--- config.mk ---
export PLATFORM = sky130hd
export DESIGN_NAME = eight_voice_tone_synth_regs_top_flat
export DESIGN_NICKNAME = d
export VERILOG_FILES = /design/src/sv/evts_pkg.sv /design/src/sv/evts_ifs.sv /design/src/sv/eight_voice_tone_synth_regs_top.sv /design/src/flat_wrapper.sv
export VERILOG_INCLUDE_DIRS = /design/src /design/src/sv
export SDC_FILE = /design/constraint.sdc
export NUM_CORES = 2
export LEC_CHECK = 0
export ABC_AREA = 1
export ABC_CLOCK_PERIOD_IN_PS = 7300
export BUFFER_PORTS_ARGS = -buffer_cell sky130_fd_sc_hd__buf_2
export CAP_MARGIN = 20
export CORE_ASPECT_RATIO = 1.75
export CORE_MARGIN = 4
export CORE_UTILIZATION = 50
export CTS_CLUSTER_SIZE = 25
export DETAILED_ROUTE_END_ITERATION = 8
export PLACE_DENSITY = 0.72
export SYNTH_ARGS = -nofsm -noshare
export SYNTH_HDL_FRONTEND = slang
export SYNTH_SLANG_ARGS = --single-unit
--- constraint.sdc ---
create_clock -name clk -period 7.3 [get_ports clk]
set_input_delay 0.365 -clock clk [delete_from_list [all_inputs] [get_ports clk]]
set_output_delay 0.365 -clock clk [all_outputs]
set_load 0.03 [all_outputs]
--- src/sv/assert_macros.svh ---
// assertion macros used by the rtl top
// expects clk and rst in the scope of use
`ifndef ASSERT_MACROS_SVH
`define ASSERT_MACROS_SVH

// same-cycle implication
`define ASSERT_IMPLY(lbl, ante, cons, msg) \
  lbl: assert property (@(posedge clk) disable iff (rst) (ante) |-> (cons)) else $error(msg);

// next-cycle implication
`define ASSERT_NEXT(lbl, ante, cons, msg) \
  lbl: assert property (@(posedge clk) disable iff (rst) (ante) |=> (cons)) else $error(msg);

`endif

--- src/sv/evts_pkg.sv ---
// package for the eight voice tone synth: codes, widths, voice state type
// and small helper functions; no dependencies
`timescale 1ns / 1ps
`default_nettype none

package evts_pkg;

  localparam int MAX_VOICES = 8;
  localparam int REG_ADDR_W = 5;
  localparam int REG_COUNT  = 32;
  localparam int PERIOD_W   = 11;
  localparam int SHIFT_W    = 15;
  localparam int STUB_W     = 7;
  localparam int DIV_NUM_W  = 19;
  localparam int DIV_CNT_W  = 5;

  localparam logic [1:0] OP_WRITE = 2'd0;
  localparam logic [1:0] OP_READ  = 2'd1;
  localparam logic [1:0] OP_TICK  = 2'd2;

  localparam logic [1:0] WAVE_PULSE = 2'd0;
  localparam logic [1:0] WAVE_TRI   = 2'd1;
  localparam logic [1:0] WAVE_NOISE = 2'd2;
  localparam logic [1:0] WAVE_STUB  = 2'd3;

  localparam logic [1:0] DUTY_EIGHTH  = 2'd0;
  localparam logic [1:0] DUTY_QUARTER = 2'd1;
  localparam logic [1:0] DUTY_3QUART  = 2'd3;

  // floor(m / 15) == (m * 2185) >> 15 for m below 2048
  localparam logic [11:0] VOL_RECIP       = 12'd2185;
  localparam int          VOL_RECIP_SHIFT = 15;

  typedef struct packed {
    logic [PERIOD_W-1:0]      phase;
    logic [SHIFT_W-1:0]       shift;
    logic signed [STUB_W-1:0] stub;
  } voice_state_t;

  localparam voice_state_t VOICE_RESET = '{phase: '0, shift: 15'd1, stub: '0};

  function automatic logic [PERIOD_W-1:0] duty_threshold(input logic [PERIOD_W-1:0] p,
                                                         input logic [1:0] duty);
    logic [PERIOD_W+1:0] p3;
    p3 = {2'b00, p} + {1'b0, p, 1'b0};
    case (duty)
      DUTY_EIGHTH:  duty_threshold = p >> 3;
      DUTY_QUARTER: duty_threshold = p >> 2;
      DUTY_3QUART:  duty_threshold = p3[PERIOD_W+1:2];
      default:      duty_threshold = p >> 1;
    endcase
  endfunction

  function automatic logic [SHIFT_W-1:0] lfsr_step(input logic [SHIFT_W-1:0] s);
    logic [SHIFT_W-1:0] l;
    l = (s == '0) ? SHIFT_W'(1) : s;
    lfsr_step = {l[0] ^ l[1], l[SHIFT_W-1:1]};
  endfunction

endpackage

`default_nettype wire

--- src/sv/evts_ifs.sv ---
// valid/ready channel interfaces for command and result beats
// depends on evts_pkg
`timescale 1ns / 1ps
`default_nettype none

interface evts_cmd_if;
  logic                          valid;
  logic                          ready;
  logic [1:0]                    operation;
  logic [evts_pkg::REG_ADDR_W-1:0] reg_addr;
  logic [7:0]                    write_data;
  modport source (output valid, operation, reg_addr, write_data, input ready);
  modport sink (input valid, operation, reg_addr, write_data, output ready);
endinterface

interface evts_res_if;
  logic        valid;
  logic        ready;
  logic [7:0]  read_data;
  logic [7:0]  mix_sample;
  logic        pwm_high;
  logic [31:0] pwm_edge_count;
  logic [31:0] pwm_high_ticks;
  modport source (output valid, read_data, mix_sample, pwm_high, pwm_edge_count,
                  pwm_high_ticks, input ready);
  modport sink (input valid, read_data, mix_sample, pwm_high, pwm_edge_count,
                pwm_high_ticks, output ready);
endinterface

`default_nettype wire

--- src/sv/eight_voice_tone_synth_regs_top.sv ---
// write or unused op: result beat registered in S_DONE; a read first passes S_RDWAIT
// tick: fetch and check each voice; an active voice divides its phase, then
// divides (triangle) or scales, then the mix divides; one shared 19-step divider
// one item in flight; next command taken while a result beat still waits
// reset: register bytes read zero, voice state back to phase 0, noise 1, stub 0
`timescale 1ns / 1ps
`default_nettype none

module eight_voice_tone_synth_regs_top #(
  parameter int VOICES = evts_pkg::MAX_VOICES
) (
  input logic        clk,
  input logic        rst,
  evts_cmd_if.sink   cmd,
  evts_res_if.source res
);
  import evts_pkg::*;

  `include "assert_macros.svh"

  localparam int         VSW        = (VOICES > 1) ? $clog2(VOICES) : 1;
  localparam logic [2:0] LAST_VOICE = 3'(VOICES - 1);

  typedef enum logic [3:0] {
    S_IDLE, S_RDWAIT, S_FETCH, S_CHECK, S_MODW, S_WAVE, S_TRIW,
    S_SCALE, S_SCALE2, S_ACC, S_MIX, S_MIXW, S_PWM, S_DONE
  } state_t;

  state_t state;

  // register file memory
  logic [7:0]          rf_mem [REG_COUNT];
  logic [REG_COUNT-1:0] rf_valid;
  logic [REG_ADDR_W-1:0] rf_raddr;
  logic [7:0]          rf_q;
  logic                rf_vq;
  logic                rf_we;
  logic [7:0]          rf_byte;

  // voice state memory
  voice_state_t        vs_mem [VOICES];
  logic [VOICES-1:0]   vs_valid;
  voice_state_t        vs_q;
  logic                vs_vq;
  logic                vs_we;
  voice_state_t        vs_cur;

  logic accept;

  // sequencing
  logic [2:0]  voice;
  logic [2:0]  fcnt;
  logic [1:0]  cur_op;
  logic [7:0]  rd_hold;
  logic [7:0]  ctrl_b, perl_b, perh_b, wave_b;
  voice_state_t vstate;
  logic [PERIOD_W-1:0] phase_new;
  logic        tri_lo;
  logic signed [8:0]  amp;
  logic signed [8:0]  amp_s;
  logic [10:0] vprod;
  logic signed [11:0] acc;
  logic [3:0]  cnt_act;
  logic        mix_neg;
  logic        pwm_cand;
  logic        pwm_last;
  logic [7:0]  last_mix;
  logic [31:0] edge_cnt;
  logic [31:0] high_cnt;

  // shared restoring divider
  logic [DIV_NUM_W-1:0] dv_num;
  logic [PERIOD_W-1:0]  dv_rem;
  logic [PERIOD_W-1:0]  dv_den;
  logic [DIV_CNT_W-1:0] dv_cnt;
  logic [PERIOD_W:0]    dv_trial;
  logic [PERIOD_W:0]    dv_diff;
  logic                 dv_ge;

  // decoded voice fields
  logic                en;
  logic [3:0]          vol;
  logic [PERIOD_W-1:0] period;
  logic [1:0]          duty;
  logic [1:0]          wave;
  logic [PERIOD_W-1:0] half;
  logic                pulse_hi;
  logic [PERIOD_W-1:0] tri_x;
  logic signed [7:0]   lv_sum;
  logic signed [STUB_W-1:0] lv_new;
  logic [SHIFT_W-1:0]  nsh_new;
  logic [7:0]          amp_mag;
  logic [22:0]         qprod;
  logic [7:0]          q15;
  logic [11:0]         acc_mag;
  logic signed [11:0]  avg;
  logic [7:0]          mix_byte;
  logic [7:0]          tri_q;

  assign accept    = cmd.valid && cmd.ready;
  assign cmd.ready = (state == S_IDLE);
  assign rf_we     = accept && (cmd.operation == OP_WRITE);
  assign rf_raddr  = (state == S_FETCH) ? {voice, fcnt[1:0]} : cmd.reg_addr;
  assign rf_byte   = rf_vq ? rf_q : 8'd0;
  assign vs_we     = (state == S_ACC);
  assign vs_cur    = vs_vq ? vs_q : VOICE_RESET;

  assign en       = ctrl_b[0];
  assign vol      = ctrl_b[7:4];
  assign period   = {perh_b[2:0], perl_b};
  assign duty     = perh_b[5:4];
  assign wave     = wave_b[1:0];
  assign half     = period >> 1;
  assign pulse_hi = phase_new < duty_threshold(period, duty);
  assign tri_x    = (phase_new < half) ? phase_new : (phase_new - half);
  assign lv_sum   = 8'(vstate.stub) + ((phase_new == '0) ? 8'sd2 :
                    ((phase_new == half) ? -8'sd2 : 8'sd0));
  assign lv_new   = (lv_sum > 8'sd63) ? 7'sd63 :
                    ((lv_sum < -8'sd64) ? -7'sd64 : lv_sum[STUB_W-1:0]);
  assign nsh_new  = (phase_new == '0) ? lfsr_step(vstate.shift) : vstate.shift;
  assign amp_mag  = amp[8] ? 8'(-amp) : amp[7:0];
  assign qprod    = 23'(vprod) * 23'(VOL_RECIP);
  assign q15      = qprod[VOL_RECIP_SHIFT +: 8];
  assign acc_mag  = acc[11] ? 12'(-acc) : 12'(acc);
  assign avg      = mix_neg ? -12'(dv_num) : 12'(dv_num);
  assign mix_byte = (avg > 12'sd127) ? 8'd255 :
                    ((avg < -12'sd128) ? 8'd0 : (avg[7:0] ^ 8'h80));
  assign tri_q    = dv_num[7:0];

  assign dv_trial = {dv_rem, dv_num[DIV_NUM_W-1]};
  assign dv_diff  = dv_trial - {1'b0, dv_den};
  assign dv_ge    = dv_trial >= {1'b0, dv_den};

  always_ff @(posedge clk) begin
    if (rf_we) begin
      rf_mem[cmd.reg_addr] <= cmd.write_data;
    end
    rf_q <= rf_mem[rf_raddr];
    rf_vq <= rf_valid[rf_raddr];
    if (vs_we) begin
      vs_mem[voice[VSW-1:0]] <= '{phase: phase_new, shift: vstate.shift, stub: vstate.stub};
    end
    vs_q <= vs_mem[voice[VSW-1:0]];
    vs_vq <= vs_valid[voice[VSW-1:0]];
  end

  always_ff @(posedge clk) begin
    if (rst) begin
      rf_valid <= '0;
      vs_valid <= '0;
    end else begin
      if (rf_we) begin
        rf_valid[cmd.reg_addr] <= 1'b1;
      end
      if (vs_we) begin
        vs_valid[voice[VSW-1:0]] <= 1'b1;
      end
    end
  end

  always_ff @(posedge clk) begin
    if (rst) begin
      state     <= S_IDLE;
      dv_cnt    <= '0;
      last_mix  <= 8'd128;
      pwm_last  <= 1'b0;
      edge_cnt  <= '0;
      high_cnt  <= '0;
      res.valid <= 1'b0;
      voice     <= '0;
      fcnt      <= '0;
      cnt_act   <= '0;
      cur_op    <= OP_WRITE;
    end else begin
      if (res.valid && res.ready && (state != S_DONE)) begin
        res.valid <= 1'b0;
      end
      if (dv_cnt != '0) begin
        dv_rem <= dv_ge ? dv_diff[PERIOD_W-1:0] : dv_trial[PERIOD_W-1:0];
        dv_num <= {dv_num[DIV_NUM_W-2:0], dv_ge};
        dv_cnt <= dv_cnt - 1'b1;
      end
      case (state)
        S_IDLE: begin
          if (accept) begin
            cur_op <= cmd.operation;
            rd_hold <= 8'd0;
            case (cmd.operation)
              OP_READ: state <= S_RDWAIT;
              OP_TICK: begin
                voice <= '0;
                fcnt <= '0;
                acc <= '0;
                cnt_act <= '0;
                pwm_cand <= 1'b0;
                state <= S_FETCH;
              end
              default: state <= S_DONE;
            endcase
          end
        end
        S_RDWAIT: begin
          rd_hold <= rf_byte;
          state <= S_DONE;
        end
        S_FETCH: begin
          fcnt <= fcnt + 1'b1;
          case (fcnt)
            3'd1: ctrl_b <= rf_byte;
            3'd2: perl_b <= rf_byte;
            3'd3: perh_b <= rf_byte;
            3'd4: begin
              wave_b <= rf_byte;
              vstate <= vs_cur;
              state <= S_CHECK;
            end
            default: ;
          endcase
        end
        S_CHECK: begin
          if (en && (period >= PERIOD_W'(2))) begin
            dv_num <= DIV_NUM_W'(vstate.phase) + 1'b1;
            dv_rem <= '0;
            dv_den <= period;
            dv_cnt <= DIV_CNT_W'(DIV_NUM_W);
            state <= S_MODW;
          end else if (voice == LAST_VOICE) begin
            state <= S_MIX;
          end else begin
            voice <= voice + 1'b1;
            fcnt <= '0;
            state <= S_FETCH;
          end
        end
        S_MODW: begin
          if (dv_cnt == '0) begin
            phase_new <= dv_rem;
            state <= S_WAVE;
          end
        end
        S_WAVE: begin
          if (voice == '0) begin
            pwm_cand <= pulse_hi && (vol != '0);
          end
          state <= S_SCALE;
          case (wave)
            WAVE_TRI: begin
              tri_lo <= phase_new < half;
              dv_num <= DIV_NUM_W'(tri_x) * DIV_NUM_W'(255);
              dv_rem <= '0;
              dv_den <= half;
              dv_cnt <= DIV_CNT_W'(DIV_NUM_W);
              state <= S_TRIW;
            end
            WAVE_NOISE: begin
              vstate.shift <= nsh_new;
              amp <= nsh_new[0] ? 9'sd127 : -9'sd128;
            end
            WAVE_STUB: begin
              vstate.stub <= lv_new;
              amp <= 9'(lv_new) <<< 1;
            end
            default: amp <= pulse_hi ? 9'sd127 : -9'sd128;
          endcase
        end
        S_TRIW: begin
          if (dv_cnt == '0) begin
            amp_s <= tri_lo ? ($signed({1'b0, tri_q}) - 9'sd128)
                            : (9'sd127 - $signed({1'b0, tri_q}));
            state <= S_ACC;
          end
        end
        S_SCALE: begin
          vprod <= 11'(amp_mag) * 11'(vol);
          state <= S_SCALE2;
        end
        S_SCALE2: begin
          amp_s <= amp[8] ? -9'(q15) : 9'(q15);
          state <= S_ACC;
        end
        S_ACC: begin
          acc <= acc + 12'(amp_s);
          cnt_act <= cnt_act + 1'b1;
          if (voice == LAST_VOICE) begin
            state <= S_MIX;
          end else begin
            voice <= voice + 1'b1;
            fcnt <= '0;
            state <= S_FETCH;
          end
        end
        S_MIX: begin
          if (cnt_act == '0) begin
            last_mix <= 8'd128;
            state <= S_PWM;
          end else begin
            mix_neg <= acc[11];
            dv_num <= DIV_NUM_W'(acc_mag);
            dv_rem <= '0;
            dv_den <= PERIOD_W'(cnt_act);
            dv_cnt <= DIV_CNT_W'(DIV_NUM_W);
            state <= S_MIXW;
          end
        end
        S_MIXW: begin
          if (dv_cnt == '0) begin
            last_mix <= mix_byte;
            state <= S_PWM;
          end
        end
        S_PWM: begin
          pwm_last <= pwm_cand;
          if (pwm_cand != pwm_last) begin
            edge_cnt <= edge_cnt + 1'b1;
          end
          if (pwm_cand) begin
            high_cnt <= high_cnt + 1'b1;
          end
          state <= S_DONE;
        end
        S_DONE: begin
          if (!res.valid || res.ready) begin
            res.valid <= 1'b1;
            res.read_data <= rd_hold;
            res.mix_sample <= last_mix;
            res.pwm_high <= pwm_last;
            res.pwm_edge_count <= edge_cnt;
            res.pwm_high_ticks <= high_cnt;
            state <= S_IDLE;
          end
        end
        default: state <= S_IDLE;
      endcase
    end
  end

  `ASSERT_IMPLY(a_mod_rem, (state == S_MODW) && (dv_cnt == '0), dv_rem < dv_den, "phase not below period")
  `ASSERT_IMPLY(a_act_cnt, state == S_ACC, {1'b0, voice} >= cnt_act, "active count exceeds voices seen")
  `ASSERT_NEXT(a_edge, state == S_PWM, edge_cnt == $past(edge_cnt) + 32'(pwm_last != $past(pwm_last)), "edge count off")
  `ASSERT_IMPLY(a_rd_zero, (state == S_DONE) && (cur_op != OP_READ), rd_hold == 8'd0, "read data on non-read")

endmodule

`default_nettype wire
--- src/flat_wrapper.sv ---
// flat-port wrapper written by rule: the top's interface ports become plain ports
module eight_voice_tone_synth_regs_top_flat import evts_pkg::*;
#(
  parameter int VOICES = evts_pkg::MAX_VOICES
)
  (clk, rst, cmd_valid, cmd_operation, cmd_reg_addr, cmd_write_data, cmd_ready, res_valid, res_read_data, res_mix_sample, res_pwm_high, res_pwm_edge_count, res_pwm_high_ticks, res_ready);
  evts_cmd_if cmd_i ();
  evts_res_if res_i ();
  input logic clk;
  input logic rst;
  input wire logic [$bits(cmd_i.valid)-1:0] cmd_valid;
  input wire logic [$bits(cmd_i.operation)-1:0] cmd_operation;
  input wire logic [$bits(cmd_i.reg_addr)-1:0] cmd_reg_addr;
  input wire logic [$bits(cmd_i.write_data)-1:0] cmd_write_data;
  output wire logic [$bits(cmd_i.ready)-1:0] cmd_ready;
  output wire logic [$bits(res_i.valid)-1:0] res_valid;
  output wire logic [$bits(res_i.read_data)-1:0] res_read_data;
  output wire logic [$bits(res_i.mix_sample)-1:0] res_mix_sample;
  output wire logic [$bits(res_i.pwm_high)-1:0] res_pwm_high;
  output wire logic [$bits(res_i.pwm_edge_count)-1:0] res_pwm_edge_count;
  output wire logic [$bits(res_i.pwm_high_ticks)-1:0] res_pwm_high_ticks;
  input wire logic [$bits(res_i.ready)-1:0] res_ready;
  assign cmd_i.valid = cmd_valid;
  assign cmd_i.operation = cmd_operation;
  assign cmd_i.reg_addr = cmd_reg_addr;
  assign cmd_i.write_data = cmd_write_data;
  assign cmd_ready = cmd_i.ready;
  assign res_valid = res_i.valid;
  assign res_read_data = res_i.read_data;
  assign res_mix_sample = res_i.mix_sample;
  assign res_pwm_high = res_i.pwm_high;
  assign res_pwm_edge_count = res_i.pwm_edge_count;
  assign res_pwm_high_ticks = res_i.pwm_high_ticks;
  assign res_i.ready = res_ready;
  eight_voice_tone_synth_regs_top #(.VOICES(VOICES)) u_core (.clk(clk), .rst(rst), .cmd(cmd_i), .res(res_i));
endmodule
==> results.toml <==
[floorplan]
core-area_um2 = 87100
die_h_um = 401
initial_core_util = 0.506
die_w_um = 233
die-area_um2 = 93200
rows = 143
io-pin-count = 102

[detailed_routing]
dr.pass1.iters = 6
initialDrtViolationCount = 2611
vias = 30644
drc = 0
drt-total-wl_um = 110000
ant_nets = 0
vias_per_cell = 5.69
wire_per_inst_um = 20.4

[finish]
final_common_cell = "edfxtp_1"
stdcell_area_um2 = 48900
drive_gt1_frac = 0.0884
area_delta_synth_final_pct = 10.8
final_cell_mix = "edfxtp_1 (757), nand2_1 (526), nor2_1 (461)"
fin_cells = 5382
layout.nets = 4424

[cts]
clkSinkCount = 933
clk_latency_ps = 690
cts_tree = "yes"
numCtsBuffers = 81
ctsRootBufferMaster = "clkbuf_16"
cts_max_level = 3
clk_pin_slew_worst_paths_ps = 70
clockBufferDepth = 3

[placement]
numPortBuffers = 101
place_inst = 5223
gp_congestion = 0.946
dpl_cell_area_um2 = 46000
hpwl_um = 73800

[synthesis]
syn-num-nets = 4318
synth_cells = 4045
synthArstFlopShare = 0
synth_compound_area_frac = 0.118
ys_seq_area_frac = 0.595
yosys_warnings = 0
ys_seq_elements = 933
synth_top_family_by_area = "simple AND/OR/NAND/NOR gates"
synthAdderAreaFrac = 0.0838
synth_mux_area_frac = 0.000709
syn-cell-area_um2 = 44100
synthSimpleGateAreaFrac = 0.132
synth_xor_area_frac = 0.0167
syn_area_per_cell_um2 = 10.9
synth_cell_type_count = 66
synth_edf_count = 757
ys.flop_type = "edfxtp_1"

[timing]
hold_viol = 0
worst_slew_pin_slew_ps = 1220
maxSlewHeadroom = 0.184
finalCriticalPeriod_ps = 6990
skew_ps = 64.6
finalMaxSlewViolations = 0
rsz0062_at_grt = "no"
tns_ps = 0
finalSetupViolations = 0
finalCritPeriodShare = 0.958
fmax_ghz = 0.143

[setup_path]
ff2ff_setup_slack_ps = 310
worstPathRequired_ps = 7710
slowest_stage = "fa_1"
cp_max_fo = 10
start_kind = "register"
setup.worst_path.class = "register to register"
max_stage_delay_ps = 550
cp_common_cell = "fa_1"
end_kind = "register"
crit_arrival_ps = 7400

[grt]
overflow = 0
grt_first_pass_wirelength_um = 168000
antenna_found_initial = 1
grt_max_degree = 93
grt_pass1_vias = 30810
grtUsageTotal = 0.231

[power_and_ir_drop]
p_leak_uw = 0.0187
cellPowerDensity_nw_per_um2 = 312
max-vdd-ir-drop_v = 0.000229

[hold_path]
hp-class = "input port to register"

[run]
drv_cap = 0

[status]
outcome = "completed"
per-stage QoR:
stage | util | power, µW | setup slack, ps | hold WS (ps)
after floorplan | - | 9630 | 272 | 400
after global placement | 0.527 | 10700 | 420 | 403
after detailed placement | 0.527 | 10800 | 269 | 406
after CTS | 0.561 | 15300 | 243 | 14.5
after global routing | 0.561 | 16100 | 22.8 | 67.5
final | 0.561 | 15300 | 309 | 54.0
routing by layer:
layer  global-route usage  share of wire  vias to the layer above
li1                     -              -                    14467
met1                0.246           0.36                    14862
met2                0.429           0.53                      972
met3               0.0273          0.047                      343
met4                0.142          0.066                        0
met5                    0              0                        -
report_power, final:
| group | leakage (µW) | internal, µW | total (µW) | switching (µW) |
|---|---|---|---|---|
| registers | 0.00827 | 6100 | 6340 | 235 |
| clock network | 0.00138 | 2550 | 4570 | 2020 |
| logic | 0.00906 | 1510 | 4360 | 2850 |
logic make-up (layout without fill, tap and decap cells):
kind of cell    count (synthesis)  after routing
compound gates                821            821
xor+xnor                       84             84
fa+ha+maj                     254            254
buf+inv                       598            773
flops                         933            933
mux                             3              3
other cells                     0              2
simple gates                 1352           1352
cell type report:
type / count / area, µm²
Antenna cell: 2 / 5.00
Clock buffer: 114 / 2310
Clock inverter: 38 / 566
Fill cell: 7235 / 38200
Inverter: 467 / 1760
Multi-Input combinational cell: 2514 / 15600
Sequential cell: 933 / 26300
Tap cell: 1160 / 1450
Timing Repair Buffer: 154 / 906
path summary, 6_finish.rpt:
kind,startpoint,to,cells after the start
worst max-delay path,u_core.phase_new[0],u_core.dv_num[16],27
worst min-delay path,res_ready,u_core.res.valid,4
worst max register to register,u_core.phase_new[0],u_core.dv_num[16],27
worst min register to register,u_core.vs_mem[7][10],u_core.vs_q[10],2
cells in the mapped netlist, drive strengths merged, types with 23 or more instances:
cell type	instances	area share
xnor2	26	0.0052
xor2	58	0.012
inv	465	0.040
clkbuf	80	0.0068
a221oi	26	0.0052
dfxtp	176	0.080
nand3	163	0.019
ha	185	0.052
o221ai	77	0.015
nor4	23	0.0033
a22oi	46	0.0078
nor3	61	0.0079
buf	51	0.0064
nand4	58	0.0082
fa	69	0.031
a21oi	180	0.020
nand2	536	0.047
o21ai	285	0.033
o21bai	78	0.013
nor2	478	0.043
edfxtp	757	0.52
a22o	29	0.0058
worst max-delay path, delay by kind of cell, from the launching register on:
| family | cells | cell delay [ps] |
|---|---|---|
| DFF | 1 | 520 |
| xor gates and xnor gates | 1 | 60 |
| AOI/OAI and AO/OA | 8 | 1520 |
| buffers and inverters | 5 | 610 |
| adders and majority gates | 7 | 3140 |
| and+or+nand+nor | 6 | 870 |
registers in the layout, summed over array words and instances (netlist names), 19 cells and up:
| register | flops |
|---|---|
| u_core.vs_mem | 264 |
| u_core.rf_mem | 256 |
| u_core.vs_q | 33 |
| u_core.vstate | 33 |
| u_core.edge_cnt | 32 |
| u_core.high_cnt | 32 |
| u_core.res.pwm_edge_count | 32 |
| u_core.res.pwm_high_ticks | 32 |
| u_core.rf_valid | 32 |
| u_core.dv_num | 19 |
what timing repair did:
item	4_1_cts	5_1_grt
endpoints found under the hold margin	0	0
setup buffers	0	5
hold buffers	0	0
resized for setup	0	3
setup endpoints to repair	0	6
No activity file was read; power rests on OpenSTA's default activity.
